`config.mk`:
```
export PLATFORM = sky130hd
export DESIGN_NAME = mjd_to_calendar_date_unit
export DESIGN_NICKNAME = d
export VERILOG_FILES = /design/src/rtl/core/mjd2cal_pkg.sv /design/src/rtl/core/mjd2cal_date_path.sv /design/src/rtl/core/mjd2cal_clock_path.sv /design/src/rtl/core/mjd_to_calendar_date_unit.sv
export SDC_FILE = /design/constraint.sdc
export NUM_CORES = 2
export LEC_CHECK = 0
export ABC_AREA = 1
export ABC_CLOCK_PERIOD_IN_PS = 18000
export BUFFER_PORTS_ARGS = -buffer_cell sky130_fd_sc_hd__clkbuf_2
export CELL_PAD_IN_SITES_DETAIL_PLACEMENT = 1
export CELL_PAD_IN_SITES_GLOBAL_PLACEMENT = 1
export CORE_AREA = 4 4 394 396
export CTS_CLUSTER_SIZE = 20
export DETAILED_ROUTE_END_ITERATION = 8
export DIE_AREA = 0 0 398 400
export HOLD_SLACK_MARGIN = 0.06
export PLACE_DENSITY = 0.88
export RECOVER_POWER = 50
export SLEW_MARGIN = 0
export SYNTH_ARGS = -nofsm -noshare
export SYNTH_HDL_FRONTEND = slang
export SYNTH_SLANG_ARGS = --single-unit
```
`constraint.sdc`:
```
create_clock -name aclk -period 18 [get_ports aclk]
set_input_delay 1.8 -clock aclk [delete_from_list [all_inputs] [get_ports aclk]]
set_output_delay 1.8 -clock aclk [all_outputs]
set_load 0.02 [all_outputs]
```
`src/rtl/core/mjd2cal_pkg.sv`:
```
package mjd2cal_pkg;

    // Input field widths
    localparam int DAY_WIDTH      = 24;
    localparam int FRACTION_WIDTH = 32;

    // Result field widths
    localparam int YEAR_W  = 16;
    localparam int MONTH_W = 4;
    localparam int MDAY_W  = 5;
    localparam int WDAY_W  = 3;
    localparam int HOUR_W  = 5;
    localparam int MIN_W   = 6;
    localparam int SEC_W   = 6;

    localparam int IN_BITS   = DAY_WIDTH + FRACTION_WIDTH;
    localparam int OUT_BITS  = YEAR_W + MONTH_W + MDAY_W + WDAY_W + HOUR_W + MIN_W + SEC_W;
    localparam int S_TDATA_W = ((IN_BITS + 7) / 8) * 8;
    localparam int M_TDATA_W = ((OUT_BITS + 7) / 8) * 8;

    // Register stages from input to result
    localparam int NUM_STAGES = 8;

    // Calendar constants
    localparam int GREG_START_MJD = -100840;
    localparam int JDN_OFFSET     = 2400001;
    localparam int YEAR_MIN       = -25000;
    localparam int YEAR_MAX       = 25000;

    // Signed width of the Julian day number and its near relatives
    localparam int CAL_W = ((DAY_WIDTH > 22) ? DAY_WIDTH : 22) + 3;

    // Century term: alpha = floor((4*Z - ALPHA_BIAS) / ALPHA_DIV), biased to stay positive
    localparam int ALPHA_DIV   = 146097;
    localparam int ALPHA_BIAS  = 7468865;
    localparam int ALPHA_OFF   = 1 << (CAL_W - 16);
    localparam int NA_W        = CAL_W + 2;
    localparam int ALPHA_SHIFT = NA_W + 18;
    localparam int QA_W        = NA_W - 17;
    localparam logic [NA_W:0] ALPHA_MUL = (NA_W + 1)'(
        ((64'd1 << ALPHA_SHIFT) + 64'(ALPHA_DIV) - 64'd1) / 64'(ALPHA_DIV));

    // Year term: C = floor((20*B - C_BIAS) / C_DIV), biased to stay positive
    localparam int C_DIV   = 7305;
    localparam int C_BIAS  = 2442;
    localparam int C_OFF   = 1 << (CAL_W - 10);
    localparam int NC_W    = CAL_W + 4;
    localparam int C_SHIFT = NC_W + 13;
    localparam int QC_W    = NC_W - 12;
    localparam int C_W     = QC_W + 1;
    localparam logic [NC_W:0] C_MUL = (NC_W + 1)'(
        ((64'd1 << C_SHIFT) + 64'(C_DIV) - 64'd1) / 64'(C_DIV));

    // Day-of-year and month term: E = floor(10000*(B - D) / E_DIV)
    localparam int D_W     = C_W + 12;
    localparam int X_W     = 9;
    localparam int NE_W    = 23;
    localparam int E_DIV   = 306001;
    localparam int E_SHIFT = NE_W + 19;
    localparam int QE_W    = 5;
    localparam logic [NE_W:0] E_MUL = (NE_W + 1)'(
        ((64'd1 << E_SHIFT) + 64'(E_DIV) - 64'd1) / 64'(E_DIV));

    // floor(30.6001 * e): day count before month term e
    function automatic logic [X_W-1:0] month_start(input logic [3:0] e);
        logic [X_W-1:0] r;
        case (e)
            4'd1:    r = X_W'(30);
            4'd2:    r = X_W'(61);
            4'd3:    r = X_W'(91);
            4'd4:    r = X_W'(122);
            4'd5:    r = X_W'(153);
            4'd6:    r = X_W'(183);
            4'd7:    r = X_W'(214);
            4'd8:    r = X_W'(244);
            4'd9:    r = X_W'(275);
            4'd10:   r = X_W'(306);
            4'd11:   r = X_W'(336);
            4'd12:   r = X_W'(367);
            4'd13:   r = X_W'(397);
            4'd14:   r = X_W'(428);
            4'd15:   r = X_W'(459);
            default: r = '0;
        endcase
        return r;
    endfunction

endpackage

```
`src/rtl/core/mjd2cal_date_path.sv`:
```
module mjd2cal_date_path (
    input  logic                                       aclk,
    input  logic [mjd2cal_pkg::NUM_STAGES-1:0]         stage_load,
    input  logic [mjd2cal_pkg::DAY_WIDTH-1:0]          mjd_day,
    output logic [mjd2cal_pkg::YEAR_W-1:0]             year,
    output logic [mjd2cal_pkg::MONTH_W-1:0]            month,
    output logic [mjd2cal_pkg::MDAY_W-1:0]             day_of_month
);

    localparam int CAL_W = mjd2cal_pkg::CAL_W;
    localparam int NA_W  = mjd2cal_pkg::NA_W;
    localparam int QA_W  = mjd2cal_pkg::QA_W;
    localparam int NC_W  = mjd2cal_pkg::NC_W;
    localparam int QC_W  = mjd2cal_pkg::QC_W;
    localparam int C_W   = mjd2cal_pkg::C_W;
    localparam int D_W   = mjd2cal_pkg::D_W;
    localparam int X_W   = mjd2cal_pkg::X_W;
    localparam int NE_W  = mjd2cal_pkg::NE_W;
    localparam int QE_W  = mjd2cal_pkg::QE_W;
    localparam int DW    = mjd2cal_pkg::DAY_WIDTH;
    localparam int MONTH_W_L = mjd2cal_pkg::MONTH_W;

    localparam logic signed [DW-1:0]  GREG_START = DW'(mjd2cal_pkg::GREG_START_MJD);
    localparam logic signed [C_W-1:0] YEAR_LO    = C_W'(mjd2cal_pkg::YEAR_MIN);
    localparam logic signed [C_W-1:0] YEAR_HI    = C_W'(mjd2cal_pkg::YEAR_MAX);

    // stage 0: Julian day number, calendar select, biased century numerator
    logic signed [CAL_W-1:0] z_next, z0_reg, z1_reg;
    logic                    greg_next, greg0_reg, greg1_reg;
    logic signed [NA_W:0]    alpha_num;
    logic [NA_W-1:0]         na_next, na0_reg;

    // stage 1: century quotient
    logic [2*NA_W:0]         alpha_prod;
    logic [QA_W-1:0]         qa_next, qa1_reg;

    // stage 2: B and biased year numerator
    logic signed [QA_W:0]    alpha;
    logic signed [CAL_W-1:0] a_val, b_next, b2_reg, b3_reg;
    logic signed [CAL_W+4:0] b_ext, c_num;
    logic [NC_W-1:0]         nc_next, nc2_reg;

    // stage 3: year quotient
    logic [2*NC_W:0]         c_prod;
    logic [QC_W-1:0]         qc_next, qc3_reg;

    // stage 4: day count within the year
    logic signed [C_W-1:0]   c_val, c4_reg, c5_reg, c6_reg;
    logic signed [D_W-1:0]   d_prod, d_val, x_full;
    logic [X_W-1:0]          x_next, x4_reg, x5_reg, x6_reg;

    // stage 5: scaled day count
    logic [NE_W-1:0]         ne_next, ne5_reg;

    // stage 6: month term
    logic [2*NE_W:0]         e_prod;
    logic [QE_W-1:0]         qe;
    logic [3:0]              e_next, e6_reg;

    // stage 7: result fields
    logic [MONTH_W_L-1:0]    month_next, month_reg;
    logic signed [C_W-1:0]   year_full;
    logic [mjd2cal_pkg::YEAR_W-1:0] year_next, year_reg;
    logic [mjd2cal_pkg::MDAY_W-1:0] mday_next, mday_reg;
    logic [X_W-1:0]          mday_full;

    always_comb begin
        z_next    = CAL_W'($signed(mjd_day)) + CAL_W'(mjd2cal_pkg::JDN_OFFSET);
        greg_next = ($signed(mjd_day) >= GREG_START);
        alpha_num = ((NA_W + 1)'(z_next) <<< 2)
                  - (NA_W + 1)'(mjd2cal_pkg::ALPHA_BIAS)
                  + (NA_W + 1)'(mjd2cal_pkg::ALPHA_DIV * mjd2cal_pkg::ALPHA_OFF);
        na_next   = alpha_num[NA_W-1:0];
    end

    assign alpha_prod = (2*NA_W + 1)'(na0_reg) * (2*NA_W + 1)'(mjd2cal_pkg::ALPHA_MUL);
    assign qa_next    = alpha_prod[mjd2cal_pkg::ALPHA_SHIFT +: QA_W];

    always_comb begin
        alpha = $signed({1'b0, qa1_reg}) - (QA_W + 1)'(mjd2cal_pkg::ALPHA_OFF);
        if (greg1_reg) begin
            a_val = z1_reg + CAL_W'(1) + CAL_W'(alpha) - CAL_W'(alpha >>> 2);
        end else begin
            a_val = z1_reg;
        end
        b_next  = a_val + CAL_W'(1524);
        b_ext   = (CAL_W + 5)'(b_next);
        c_num   = (b_ext <<< 4) + (b_ext <<< 2)
                - (CAL_W + 5)'(mjd2cal_pkg::C_BIAS)
                + (CAL_W + 5)'(mjd2cal_pkg::C_DIV * mjd2cal_pkg::C_OFF);
        nc_next = c_num[NC_W-1:0];
    end

    assign c_prod  = (2*NC_W + 1)'(nc2_reg) * (2*NC_W + 1)'(mjd2cal_pkg::C_MUL);
    assign qc_next = c_prod[mjd2cal_pkg::C_SHIFT +: QC_W];

    always_comb begin
        c_val  = $signed({1'b0, qc3_reg}) - C_W'(mjd2cal_pkg::C_OFF);
        d_prod = D_W'(c_val) * D_W'(1461);
        d_val  = d_prod >>> 2;
        x_full = D_W'(b3_reg) - d_val;
        x_next = x_full[X_W-1:0];
    end

    assign ne_next = NE_W'(x4_reg) * NE_W'(10000);

    assign e_prod = (2*NE_W + 1)'(ne5_reg) * (2*NE_W + 1)'(mjd2cal_pkg::E_MUL);
    assign qe     = e_prod[mjd2cal_pkg::E_SHIFT +: QE_W];
    assign e_next = qe[3:0];

    always_comb begin
        if (e6_reg < 4'd14) begin
            month_next = e6_reg - 4'd1;
        end else begin
            month_next = e6_reg - 4'd13;
        end
        if (month_next > 4'd2) begin
            year_full = c6_reg - C_W'(4716);
        end else begin
            year_full = c6_reg - C_W'(4715);
        end
        if (year_full < YEAR_LO) begin
            year_next = mjd2cal_pkg::YEAR_W'(YEAR_LO);
        end else if (year_full > YEAR_HI) begin
            year_next = mjd2cal_pkg::YEAR_W'(YEAR_HI);
        end else begin
            year_next = mjd2cal_pkg::YEAR_W'(year_full);
        end
        mday_full = x6_reg - mjd2cal_pkg::month_start(e6_reg);
        mday_next = mday_full[mjd2cal_pkg::MDAY_W-1:0];
    end

    always_ff @(posedge aclk) begin
        if (stage_load[0]) begin
            z0_reg    <= z_next;
            greg0_reg <= greg_next;
            na0_reg   <= na_next;
        end
        if (stage_load[1]) begin
            z1_reg    <= z0_reg;
            greg1_reg <= greg0_reg;
            qa1_reg   <= qa_next;
        end
        if (stage_load[2]) begin
            b2_reg  <= b_next;
            nc2_reg <= nc_next;
        end
        if (stage_load[3]) begin
            b3_reg  <= b2_reg;
            qc3_reg <= qc_next;
        end
        if (stage_load[4]) begin
            c4_reg <= c_val;
            x4_reg <= x_next;
        end
        if (stage_load[5]) begin
            c5_reg  <= c4_reg;
            x5_reg  <= x4_reg;
            ne5_reg <= ne_next;
        end
        if (stage_load[6]) begin
            c6_reg <= c5_reg;
            x6_reg <= x5_reg;
            e6_reg <= e_next;
        end
        if (stage_load[7]) begin
            year_reg  <= year_next;
            month_reg <= month_next;
            mday_reg  <= mday_next;
        end
    end

    assign year         = year_reg;
    assign month        = month_reg;
    assign day_of_month = mday_reg;

endmodule

```
`src/rtl/core/mjd2cal_clock_path.sv`:
```
module mjd2cal_clock_path (
    input  logic                                       aclk,
    input  logic [mjd2cal_pkg::NUM_STAGES-1:0]         stage_load,
    input  logic [mjd2cal_pkg::DAY_WIDTH-1:0]          mjd_day,
    input  logic [mjd2cal_pkg::FRACTION_WIDTH-1:0]     day_fraction,
    output logic [mjd2cal_pkg::WDAY_W-1:0]             weekday,
    output logic [mjd2cal_pkg::HOUR_W-1:0]             hour,
    output logic [mjd2cal_pkg::MIN_W-1:0]              minute,
    output logic [mjd2cal_pkg::SEC_W-1:0]              second
);

    localparam int FW        = mjd2cal_pkg::FRACTION_WIDTH;
    localparam int DW        = mjd2cal_pkg::DAY_WIDTH;
    localparam int NS        = mjd2cal_pkg::NUM_STAGES;
    localparam int MTOT_W    = 11;
    localparam int STOT_W    = 17;
    localparam int WN_W      = DW + 3;
    localparam int WDIGITS   = (WN_W + 2) / 3;
    localparam int WSUM_W    = 7;
    localparam int TIME_DONE = 2;

    typedef struct packed {
        logic [mjd2cal_pkg::WDAY_W-1:0] weekday;
        logic [mjd2cal_pkg::HOUR_W-1:0] hour;
        logic [mjd2cal_pkg::MIN_W-1:0]  minute;
        logic [mjd2cal_pkg::SEC_W-1:0]  second;
    } clock_fields_t;

    // stage 0: truncated hour, minute and second counts; biased weekday numerator
    logic [FW+4:0]               hour_prod;
    logic [FW+MTOT_W-1:0]        mtot_prod;
    logic [FW+STOT_W-1:0]        stot_prod;
    logic [mjd2cal_pkg::HOUR_W-1:0] hour_next, hour0_reg, hour1_reg;
    logic [MTOT_W-1:0]           mtot_next, mtot0_reg;
    logic [STOT_W-1:0]           stot_next, stot0_reg;
    logic [WN_W-1:0]             wn_next, wn0_reg;

    // stage 1: minute and second; octal digit sum (8 is 1 mod 7)
    logic [MTOT_W-1:0]           min_full;
    logic [STOT_W-1:0]           sec_full;
    logic [mjd2cal_pkg::MIN_W-1:0] min_next, min1_reg;
    logic [mjd2cal_pkg::SEC_W-1:0] sec_next, sec1_reg;
    logic [WDIGITS*3-1:0]        wn_pad;
    logic [WSUM_W-1:0]           wsum_next, wsum1_reg;

    // stage 2: fold the digit sum to 0..6
    logic [4:0]                  wfold;
    logic [mjd2cal_pkg::WDAY_W-1:0] wday_next;
    clock_fields_t               fields_next;
    clock_fields_t               fields_reg [TIME_DONE:NS-1];

    always_comb begin
        hour_prod = (FW + 5)'(day_fraction) * (FW + 5)'(24);
        mtot_prod = (FW + MTOT_W)'(day_fraction) * (FW + MTOT_W)'(1440);
        stot_prod = (FW + STOT_W)'(day_fraction) * (FW + STOT_W)'(86400);
        hour_next = hour_prod[FW +: mjd2cal_pkg::HOUR_W];
        mtot_next = mtot_prod[FW +: MTOT_W];
        stot_next = stot_prod[FW +: STOT_W];
        wn_next   = WN_W'($signed(mjd_day)) + WN_W'(3) + (WN_W'(7) << (DW - 1));
    end

    always_comb begin
        min_full = mtot0_reg - MTOT_W'(hour0_reg) * MTOT_W'(60);
        sec_full = stot0_reg - STOT_W'(mtot0_reg) * STOT_W'(60);
        min_next = min_full[mjd2cal_pkg::MIN_W-1:0];
        sec_next = sec_full[mjd2cal_pkg::SEC_W-1:0];
        wn_pad   = (WDIGITS*3)'(wn0_reg);
        wsum_next = '0;
        for (int i = 0; i < WDIGITS; i++) begin
            wsum_next = wsum_next + WSUM_W'(wn_pad[3*i +: 3]);
        end
    end

    always_comb begin
        wfold = 5'(wsum1_reg[WSUM_W-1:3]) + 5'(wsum1_reg[2:0]);
        if (wfold >= 5'd21) begin
            wday_next = 3'(wfold - 5'd21);
        end else if (wfold >= 5'd14) begin
            wday_next = 3'(wfold - 5'd14);
        end else if (wfold >= 5'd7) begin
            wday_next = 3'(wfold - 5'd7);
        end else begin
            wday_next = 3'(wfold);
        end
        fields_next.weekday = wday_next;
        fields_next.hour    = hour1_reg;
        fields_next.minute  = min1_reg;
        fields_next.second  = sec1_reg;
    end

    always_ff @(posedge aclk) begin
        if (stage_load[0]) begin
            hour0_reg <= hour_next;
            mtot0_reg <= mtot_next;
            stot0_reg <= stot_next;
            wn0_reg   <= wn_next;
        end
        if (stage_load[1]) begin
            hour1_reg <= hour0_reg;
            min1_reg  <= min_next;
            sec1_reg  <= sec_next;
            wsum1_reg <= wsum_next;
        end
        if (stage_load[TIME_DONE]) begin
            fields_reg[TIME_DONE] <= fields_next;
        end
        for (int i = TIME_DONE + 1; i < NS; i++) begin
            if (stage_load[i]) begin
                fields_reg[i] <= fields_reg[i-1];
            end
        end
    end

    assign weekday = fields_reg[NS-1].weekday;
    assign hour    = fields_reg[NS-1].hour;
    assign minute  = fields_reg[NS-1].minute;
    assign second  = fields_reg[NS-1].second;

endmodule

```
`src/rtl/core/mjd_to_calendar_date_unit.sv`:
```
// Modified Julian Date to calendar date and time of day. Each request carries a
// signed, floored MJD day number and an unsigned 0.32 fraction of the day; each
// result carries year (astronomical numbering, held to -25000..25000), month,
// day of month, weekday (0 = Sunday) and the hour, minute and second truncated
// from the fraction. Days before MJD -100840 (1582-10-15) follow the Julian
// calendar, that day and later the Gregorian. The block is an eight-stage
// pipeline: one request enters per cycle unless a stall holds the pipeline.
// Every stage has its own valid bit and loads whenever it is empty or
// the next stage takes its item, so bubbles close up and a stall on the result
// side backs up stage by stage; s_tready follows m_tready combinationally
// through that valid chain. The latency is set by the calendar path, whose
// three constant divisions (century, year, month) are each a reciprocal
// multiply in a stage of its own; one add/compare stage sits between the
// century and year divisions, and two (day count within the year, then its
// scaling for the month term) between the year and month divisions, with a
// final stage for month, year clamp and day of month.
module mjd_to_calendar_date_unit (
    input  logic                                   aclk,
    input  logic                                   aresetn,

    input  logic                                   s_tvalid,
    output logic                                   s_tready,
    // [23:0] mjd_day, [55:24] day_fraction
    input  logic [mjd2cal_pkg::S_TDATA_W-1:0]      s_tdata,

    output logic                                   m_tvalid,
    input  logic                                   m_tready,
    // [15:0] year, [19:16] month, [24:20] day_of_month, [27:25] weekday,
    // [32:28] hour, [38:33] minute, [44:39] second, [47:45] zero
    output logic [mjd2cal_pkg::M_TDATA_W-1:0]      m_tdata
);

    localparam int NS = mjd2cal_pkg::NUM_STAGES;

    logic [NS-1:0] valid_reg, valid_next;
    logic [NS-1:0] stage_load;

    logic [mjd2cal_pkg::DAY_WIDTH-1:0]      mjd_day;
    logic [mjd2cal_pkg::FRACTION_WIDTH-1:0] day_fraction;

    logic [mjd2cal_pkg::YEAR_W-1:0]  year;
    logic [mjd2cal_pkg::MONTH_W-1:0] month;
    logic [mjd2cal_pkg::MDAY_W-1:0]  day_of_month;
    logic [mjd2cal_pkg::WDAY_W-1:0]  weekday;
    logic [mjd2cal_pkg::HOUR_W-1:0]  hour;
    logic [mjd2cal_pkg::MIN_W-1:0]   minute;
    logic [mjd2cal_pkg::SEC_W-1:0]   second;

    // unpack the request
    assign mjd_day      = s_tdata[mjd2cal_pkg::DAY_WIDTH-1:0];
    assign day_fraction = s_tdata[mjd2cal_pkg::DAY_WIDTH +: mjd2cal_pkg::FRACTION_WIDTH];

    // Advance a stage when it is empty or its item moves on; walk back from the output.
    always_comb begin
        stage_load[NS-1] = !valid_reg[NS-1] || m_tready;
        for (int i = NS - 2; i >= 0; i--) begin
            stage_load[i] = !valid_reg[i] || stage_load[i+1];
        end
        valid_next = valid_reg;
        if (stage_load[0]) begin
            valid_next[0] = s_tvalid;
        end
        for (int i = 1; i < NS; i++) begin
            if (stage_load[i]) begin
                valid_next[i] = valid_reg[i-1];
            end
        end
    end

    always_ff @(posedge aclk) begin
        if (!aresetn) begin
            valid_reg <= '0;
        end else begin
            valid_reg <= valid_next;
        end
    end

    // year, month and day of month
    mjd2cal_date_path u_date_path (
        .aclk         (aclk),
        .stage_load   (stage_load),
        .mjd_day      (mjd_day),
        .year         (year),
        .month        (month),
        .day_of_month (day_of_month)
    );

    // weekday and time of day, delayed to line up with the date
    mjd2cal_clock_path u_clock_path (
        .aclk         (aclk),
        .stage_load   (stage_load),
        .mjd_day      (mjd_day),
        .day_fraction (day_fraction),
        .weekday      (weekday),
        .hour         (hour),
        .minute       (minute),
        .second       (second)
    );

    assign s_tready = stage_load[0];
    assign m_tvalid = valid_reg[NS-1];

    // pack the result, first field lowest, zero fill to whole bytes
    assign m_tdata = mjd2cal_pkg::M_TDATA_W'(
        {second, minute, hour, weekday, day_of_month, month, year});

endmodule
```
==> flow_summary.toml <==
[synthesis]
synth_edf_count = 467
synth_mux_area_share_pct = 0
avgSynthCellArea_sq_um = 9.32
ys_seq_area_share_pct = 18.9
synth_common_cells = "2229 x inv_1, 1283 x ha_1, 1075 x fa_1, 1027 x nand2_1, 467 x edfxtp_1"
synth_top_family_by_area = "adder cells"
ys_ff_latch = 480
synth_top_area_share_pct = 28.5
synth-adder-area-share_pct = 49.7
yosysMostFrequentCell = "inv_1"
synthArstFlopShare_pct = 0
ys_warn_count = 0
synthTopCellsByArea = "fa_1 28%, ha_1 21%, edfxtp_1 19%"
yosys.area.top_type = "fa_1"
syn-instance-count = 8111
synth_ff_type = "edfxtp_1"
yosys.area_share.simple_pct = 11.0
synth_compound_area_share_pct = 5.69
synth-xor-area-share_pct = 3.23
synth_cell_types = 62
synth_area_sq_um = 75600

[setup_path]
setup.worst_path.start_class = "input pin"
cp.arrival_ps = 8060
r2r_start = "valid_reg[7]"
cp.required_ps = 16200
crit_path_end_kind = "output port"
crit_fanout = 60
timing.rr.end = "u_clock_path.mtot0_reg[3]"
r2r.worst_path.cells = 19
reg2reg_setup_slack_ps = 10350
critPathKind = "in -> out"

[clock_tree]
clock-root-buffer = "clkbuf_16"
h-tree-depth = 2
ctsResizeCount = 0
ctsHoldBuffers = 0
insertion_delay_ps = 680
cts_tree = "yes"
clkTransAtPathRegs_ps = 60
post_cts_buffers = 0
cts_buffers = 56
cts.sinks = 480
cts_max_path_buffers = 3

[route]
antenna_left = 0
wl_mm = 234
met2WireLength_mm = 118
wl_per_cell_um = 22.7
drcViolationCount = 0
firstDrtPassIters = 6
wl_met1_mm = 93.7
via_count = 56400
routed_via_density = 5.46
dr_wl_met3_mm = 10.1
drt-initial-drc-count = 3061
dr.max_layer_used = "met4"

[final_layout]
drive_gt1_share_pct = 2.97
multi_input_area_sq_um = 52600
areaGrowthSynthToFinish_pct = 6.25
largest_register_ffs = 120
seqCellArea_sq_um = 14300
final_core_utilization_pct = 53.0
nets = 10700
nFillCells = 17600

[timing]
finalCritPeriodShare_pct = 54.8
maxSlewViolCount = 210
finalHoldViolCount = 0
max_freq_mhz = 101
tns_ps = 0
max_slew_margin_pct = -169
fin_crit_ps = 9860
rsz0062_at_grt = "no"
max_slew.worst_pin.slew_ps = 4040
finalClockSkew_ps = 26.4
setup_violations = 0

[min_path]
holdPathStages = 0
min-delay-start = "u_date_path.c4_reg[9]"
holdPathEnd = "u_date_path.c5_reg[9]"
min-delay-path-class = "reg -> reg"

[run]
maxCapViolCount = 4

[floorplanning]
dieHeight_um = 400
io_pins = 110
initial_core_util_pct = 49.9
die-width_um = 398
die_area_sq_um = 159000
std_cell_rows = 143
core_area_sq_um = 152000

[run_status]
failed_checks = "capacitance limit, slew limit"
status = "complete, but fails checks"

[global_routing]
grt_pass1_wl_mm = 368
gr-total-overflow = 0
grt_usage_pct = 29.9
grt_antenna_before_repair = 2
grt_max_degree = 66
grt_pass1_vias = 65200

[placed_design]
dp.final_hpwl_mm = 204
place.gp.congestion = 0.974
io_buffer_count = 106
cell usage in the layout, fill, tap and decap left out, types with 60 or more instances in the layout:
master,instances
a21oi_1,368
o21ai_0,213
ha_1,1283
inv_1,2225
nand2_1,1036
fa_1,1075
nor3_1,60
clkbuf_1,63
nand4_1,61
nor2_1,431
xor2_1,201
nand3_1,224
edfxtp_1,467
xnor2_1,74
worst max path at each step:
stage | start | endpoint | cells past startpoint
after CTS | m_tready | s_tready | 19
after floorplan | m_tready | s_tready | 14
after global routing | m_tready | s_tready | 19
final | m_tready | s_tready | 19
after detailed placement | m_tready | s_tready | 19
after global placement | m_tready | s_tready | 19
kinds of logic after synthesis:
group / count (synthesis)
AO/OA/AOI/OAI: 767
AND/OR/NAND/NOR: 1948
other: 1
adder cells (fa/ha/maj): 2358
flip-flops: 480
XOR/XNOR: 276
buffers and inverters: 2281
per-layer routing:
layer	vias up	global-route usage (%)
met2	1481	54.1
li1	25600	-
met1	28700	36.4
met4	0	12.3
met3	538	3.14
met5	-	0
critical path, stage by stage:
cell	delay (ps)
clkbuf_2	80
nor2_1	40
clkinv_1	40
clkbuf_1	2300
nor2_1	400
inv_1	520
nor2_1	100
clkinv_1	80
nor2_1	40
clkinv_1	60
nor2_1	50
inv_2	40
buf_4	630
nor2_1	130
inv_2	70
buf_4	630
nor2_1	250
nand2_4	440
clkbuf_2	280
cell type report:
cell class | instances | share of cell area, %
multi-input combinational | 5352 | 65.5
sequential | 480 | 17.8
inverter | 2239 | 10.5
tap | 2030 | 3.16
clock buffer | 62 | 1.77
timing repair buffer | 120 | 0.680
clock inverter | 40 | 0.659
antenna | 2 | 0.00623
per-stage QoR:
step | setup WS [ps] | cell area (sq um) | instances | hold WS (ps)
after CTS | 10230 | 80500 | 10300 | 412
after global routing | 7610 | 80400 | 10300 | 424
after floorplan | 5950 | 75600 | 8113 | 400
final | 8140 | 80400 | 10300 | 415
after global placement | 10530 | 78600 | 10200 | 401
after detailed placement | 10250 | 78600 | 10200 | 405
Power is not shown: default switching activity piles up to over one toggle a cycle in this logic, so the estimate is an artifact.
